File: src/rtl/rpfa_pkg.sv
// shared types and constants for the page frame allocator
// no dependencies
package rpfa_pkg;

   localparam int NUM_FRAMES = 32768;
   localparam int FRAME_BITS = 15;
   localparam int COUNT_BITS = 16;
   localparam int DEPTH_BITS = 16;

   typedef enum logic [2:0] {
      CMD_INIT   = 3'd0,
      CMD_ALLOC  = 3'd1,
      CMD_FREE   = 3'd2,
      CMD_INCREF = 3'd3,
      CMD_DECREF = 3'd4,
      CMD_QUERY  = 3'd5
   } cmd_type;

   typedef enum logic [2:0] {
      ST_OK    = 3'd0,
      ST_OOM   = 3'd1,
      ST_RANGE = 3'd2,
      ST_UNDER = 3'd3,
      ST_OVER  = 3'd4
   } status_type;

   typedef enum logic [1:0] {
      S_IDLE,
      S_EXEC,
      S_SWEEP
   } state_type;

   // controller to datapath
   typedef struct packed {
      logic load;
      logic exec;
      logic sweep;
   } ctl_cmd_type;

   // datapath to controller
   typedef struct packed {
      logic sweep_last;
   } ctl_sts_type;

endpackage

File: src/rtl/rpfa_ctrl.sv
// sequencing state machine for the page frame allocator
// depends on rpfa_pkg
module rpfa_ctrl (
   input  logic                 clock,
   input  logic                 reset,
   input  logic                 start,
   input  logic [2:0]           req_cmd,
   output logic                 busy,
   output rpfa_pkg::ctl_cmd_type ctl_cmd,
   input  rpfa_pkg::ctl_sts_type ctl_sts
);

   rpfa_pkg::state_type state_ff, state_in;

   always_ff @(posedge clock) begin
      if (reset) begin
         state_ff <= rpfa_pkg::S_IDLE;
      end else begin
         state_ff <= state_in;
      end
   end

   always_comb begin
      state_in = state_ff;
      case (state_ff)
         rpfa_pkg::S_IDLE: begin
            if (start) begin
               if (req_cmd == rpfa_pkg::CMD_INIT) state_in = rpfa_pkg::S_SWEEP;
               else state_in = rpfa_pkg::S_EXEC;
            end
         end
         rpfa_pkg::S_EXEC: begin
            state_in = rpfa_pkg::S_IDLE;
         end
         rpfa_pkg::S_SWEEP: begin
            if (ctl_sts.sweep_last) state_in = rpfa_pkg::S_IDLE;
         end
         default: begin
            state_in = rpfa_pkg::S_IDLE;
         end
      endcase
   end

   always_comb begin
      busy          = 1'b1;
      ctl_cmd.load  = 1'b0;
      ctl_cmd.exec  = 1'b0;
      ctl_cmd.sweep = 1'b0;
      case (state_ff)
         rpfa_pkg::S_IDLE: begin
            busy         = 1'b0;
            ctl_cmd.load = start;
         end
         rpfa_pkg::S_EXEC: begin
            ctl_cmd.exec = 1'b1;
         end
         rpfa_pkg::S_SWEEP: begin
            ctl_cmd.sweep = 1'b1;
         end
         default: begin
            busy = 1'b1;
         end
      endcase
   end

endmodule

File: config.mk
export PLATFORM = sky130hd
export DESIGN_NAME = rpfa_ctrl
export DESIGN_NICKNAME = d
export VERILOG_FILES = /design/src/rtl/rpfa_pkg.sv /design/src/rtl/rpfa_ctrl.sv
export SDC_FILE = /design/constraint.sdc
export NUM_CORES = 1
export LEC_CHECK = 0
export ABC_AREA = 1
export ABC_CLOCK_PERIOD_IN_PS = 1000
export BUFFER_PORTS_ARGS = -buffer_cell sky130_fd_sc_hd__buf_2
export CAP_MARGIN = 25
export CORE_AREA = 2 2 39 41
export CTS_CLUSTER_SIZE = 10
export DETAILED_ROUTE_END_ITERATION = 10
export DIE_AREA = 0 0 41 43
export GPL_TIMING_DRIVEN = 0
export SYNTH_ARGS = -nofsm -noshare
export SYNTH_HDL_FRONTEND = slang
export SYNTH_SLANG_ARGS = --single-unit
File: constraint.sdc
create_clock -name clock -period 1 [get_ports clock]
set_input_delay 0.15 -clock clock [delete_from_list [all_inputs] [get_ports clock]]
set_output_delay 0.15 -clock clock [all_outputs]
set_load 0.02 [all_outputs]
==> summary.md <==
| Metric | Value |
|---|---|
| Outcome | `complete, but fails checks` |
| Violated checks | `setup timing` |
| Hold Crit Depth | `2` |
| Worst path arrival time | `0.89 ns` |
| # rows | `14` |
| Largest net degree at the start of global routing | `5` |
| Syn_nets | `26` |
| Die Area | `roughly 0.0018 mm2` |
| Buffers on Ports | `10` |
| Top Registers | `state_ff: 2 flops` |
| Residual DRC | `0` |
| DR vias/cell | `a little under 3` |
| Pwr Density | `1460 mW/mm2` |
| RePlAce Congestion | `0.578` |
| Most common cell after layout, fill and taps aside | `nor2_1` |
| Core area | `0.00138 mm2` |
| CTS root buf | `clkbuf_4` |
| CTS tree | `yes` |
| Post-CTS Setup Repair Bufs | `0` |
| First-pass GRT wire length | `around 440 um` |
| CTS sink cnt | `2` |
| GR Util All Layers | `0.0480` |
| Height of the chip | `43 um` |
| Max_cap viols | `0` |
| Most frequent cells in the layout | `7 x nor2_1, 6 x buf_2, 4 x inv_1, 3 x clkbuf_4` |
| Highest Clock Rate | `approximately 960 MHz` |
| Vias in the first global route | `140` |
| Element type at the critical path start | `register` |
| Initial DRC count | `0` |
| Period utilization | `1.04` |
| Worst Path Max Fanout | `3` |
| I/O pins | `11` |
| Setup WS post-layout | `-0.0444 ns` |
| Reg clk slew, reported paths | `0.03 ns` |
| Tightest Pin Transition | `0.160 ns` |
| Gr ovfl total | `0` |
| Post-synth top area cell | `dfxtp_1` |
| Maximum root-to-sink buffer count | `2` |
| Num CTS Buffers | `3` |
| Cell variety after synth | `6` |
| Reg with most FFs | `state_ff` |
| HPWL after DPL | `223 um` |
| RSZ-0062 raised after global routing | `true` |
| Minimum clock period | `1.04 ns` |
| Reg2reg end | `state_ff[1]` |
| Setup-failing EPs final | `3` |
| Die Wd | `41 um` |
| Fin. max-slew vios | `0` |
| Reg2reg path depth | `5` |
| Largest cells by area after synthesis | `dfxtp_1 37%, nor2_1 24%, inv_1 17%` |
| Sequential fraction of the synthesis area | `0.372` |
| # fillers | `166` |
| Skew-Pair Late Insertion Delay | `between 0.2 and 0.25 ns` |
| Initial antenna violation count | `0` |
| Critical path class | `register to output port` |
| Syn_area_per_cell | `5.66 um2` |
| CP Capture Type | `output port` |
| R2r startpoint | `state_ff[1]` |
| Fin. Hold Viols | `0` |
| Fin nets | `between 40 and 50` |
| Worst reg-to-reg setup slack | `about 0.21 ns` |
| P&R area growth vs syn | `114%` |
| Antenna Nets Post-Route | `0` |
| Clk_skew | `between 0.0015 and 0.002 ns` |
| Synth top area share | `0.372` |
| Worst slew margin | `0.893` |
| ANT cells | `0` |
| Syn. warnings | `0` |
| TritonRoute pass-1 iters | `1` |
| Worst hold start | `reset` |
| TNS Setup | `-0.0507 ns` |
| Cell area after synthesis | `between 100 and 150 um2` |
| Routed WL | `~320 um` |
| Max FFs per register | `2` |
| WL per Instance | `6.69 um` |
| Clock H-tree levels | `1` |
| Peak VDD IR | `245 uV` |
| Hold crit path type | `input pin to register` |
| Worst Hold Path EP | `state_ff[0]` |
| Lkg Pwr | `0.000126 uW` |
| CP required | `0.85 ns` |
| Initial Utilization | `0.0778` |
| Mapped Cells | `19` |
| Layout cells sized above 1 | `0.563` |
| Power consumption | `337 uW` |
| Synth Register Bits | `2` |
| Via count | `between 100 and 150` |
| Hold slack | `0.0978 ns` |
worst max path at each step:
stage	depth (start not counted)	end	from	slack, ns
5_1_grt	4	ctl_cmd[2]	state_ff[1]	-0.09
3_5_place_dp	4	ctl_cmd[2]	state_ff[1]	0.12
4_1_cts	4	ctl_cmd[2]	state_ff[0]	-0.10
3_3_place_gp	4	ctl_cmd[2]	state_ff[1]	0.12
6_report	4	ctl_cmd[2]	state_ff[1]	-0.04
2_1_floorplan	5	state_ff[0]	state_ff[1]	0.16
cell type report:
type | instances | area (um2) | area share
Tap cell | 16 | 20.0 | 0.0870
Multi-Input combinational cell | 12 | 56.3 | 0.245
Sequential cell | 2 | 45.0 | 0.196
Clock buffer | 3 | 22.5 | 0.0978
Timing Repair Buffer | 10 | 67.6 | 0.293
Inverter | 5 | 18.8 | 0.0815
cells by family after synthesis:
logic type	Yosys count	synth area share
buffers and inverters	5	0.174
DFF	2	0.372
and+or+nand+nor	12	0.454
Yosys cell counts:
cell     count
nand2_1      3
dfxtp_1      2
inv_1        5
nor3_1       1
nor2_2       1
nor2_1       7
stage by stage:
stage	worst slack (ns)	std cells	utilization	instance area, um2
after floorplan	0.164	19	-	108
after global placement	0.124	45	0.128	178
after detailed placement	0.118	45	0.128	178
after CTS	-0.103	48	0.157	218
after global routing	-0.0882	48	0.166	230
final	-0.0444	48	0.166	230
per-layer routing:
layer / up-vias / track usage / part of all wire / wire, um
li1: 79 / - / - / -
met1: 59 / 0.0159 / 0.23 / 75
met2: 5 / 0.0781 / 0.66 / 212
met3: 0 / 0.0471 / 0.11 / 34
met4: 0 / 0.0600 / 0 / 0
met5: - / 0 / 0 / 0
report_power, final:
part | leakage, uW | switching [uW] | internal, uW
clock network | 0.0000138 | 49.9 | 133
logic | 0.0000950 | 33.3 | 32.6
registers | 0.0000175 | 4.76 | 83.3
total | 0.000126 | 87.9 | 249
repair_timing:
action,in CTS,in global routing
gates resized for setup,8,4
hold buffers,0,0
setup endpoints to repair,4,4
pin swaps,2,3
worst max-delay path, cell delays in order (launching register included):
cell and delay, ns:
dfxtp_2 0.33, nor2_4 0.11, nand2_2 0.06, inv_2 0.06, buf_6 0.11
No activity file was read; power rests on OpenSTA's default activity.
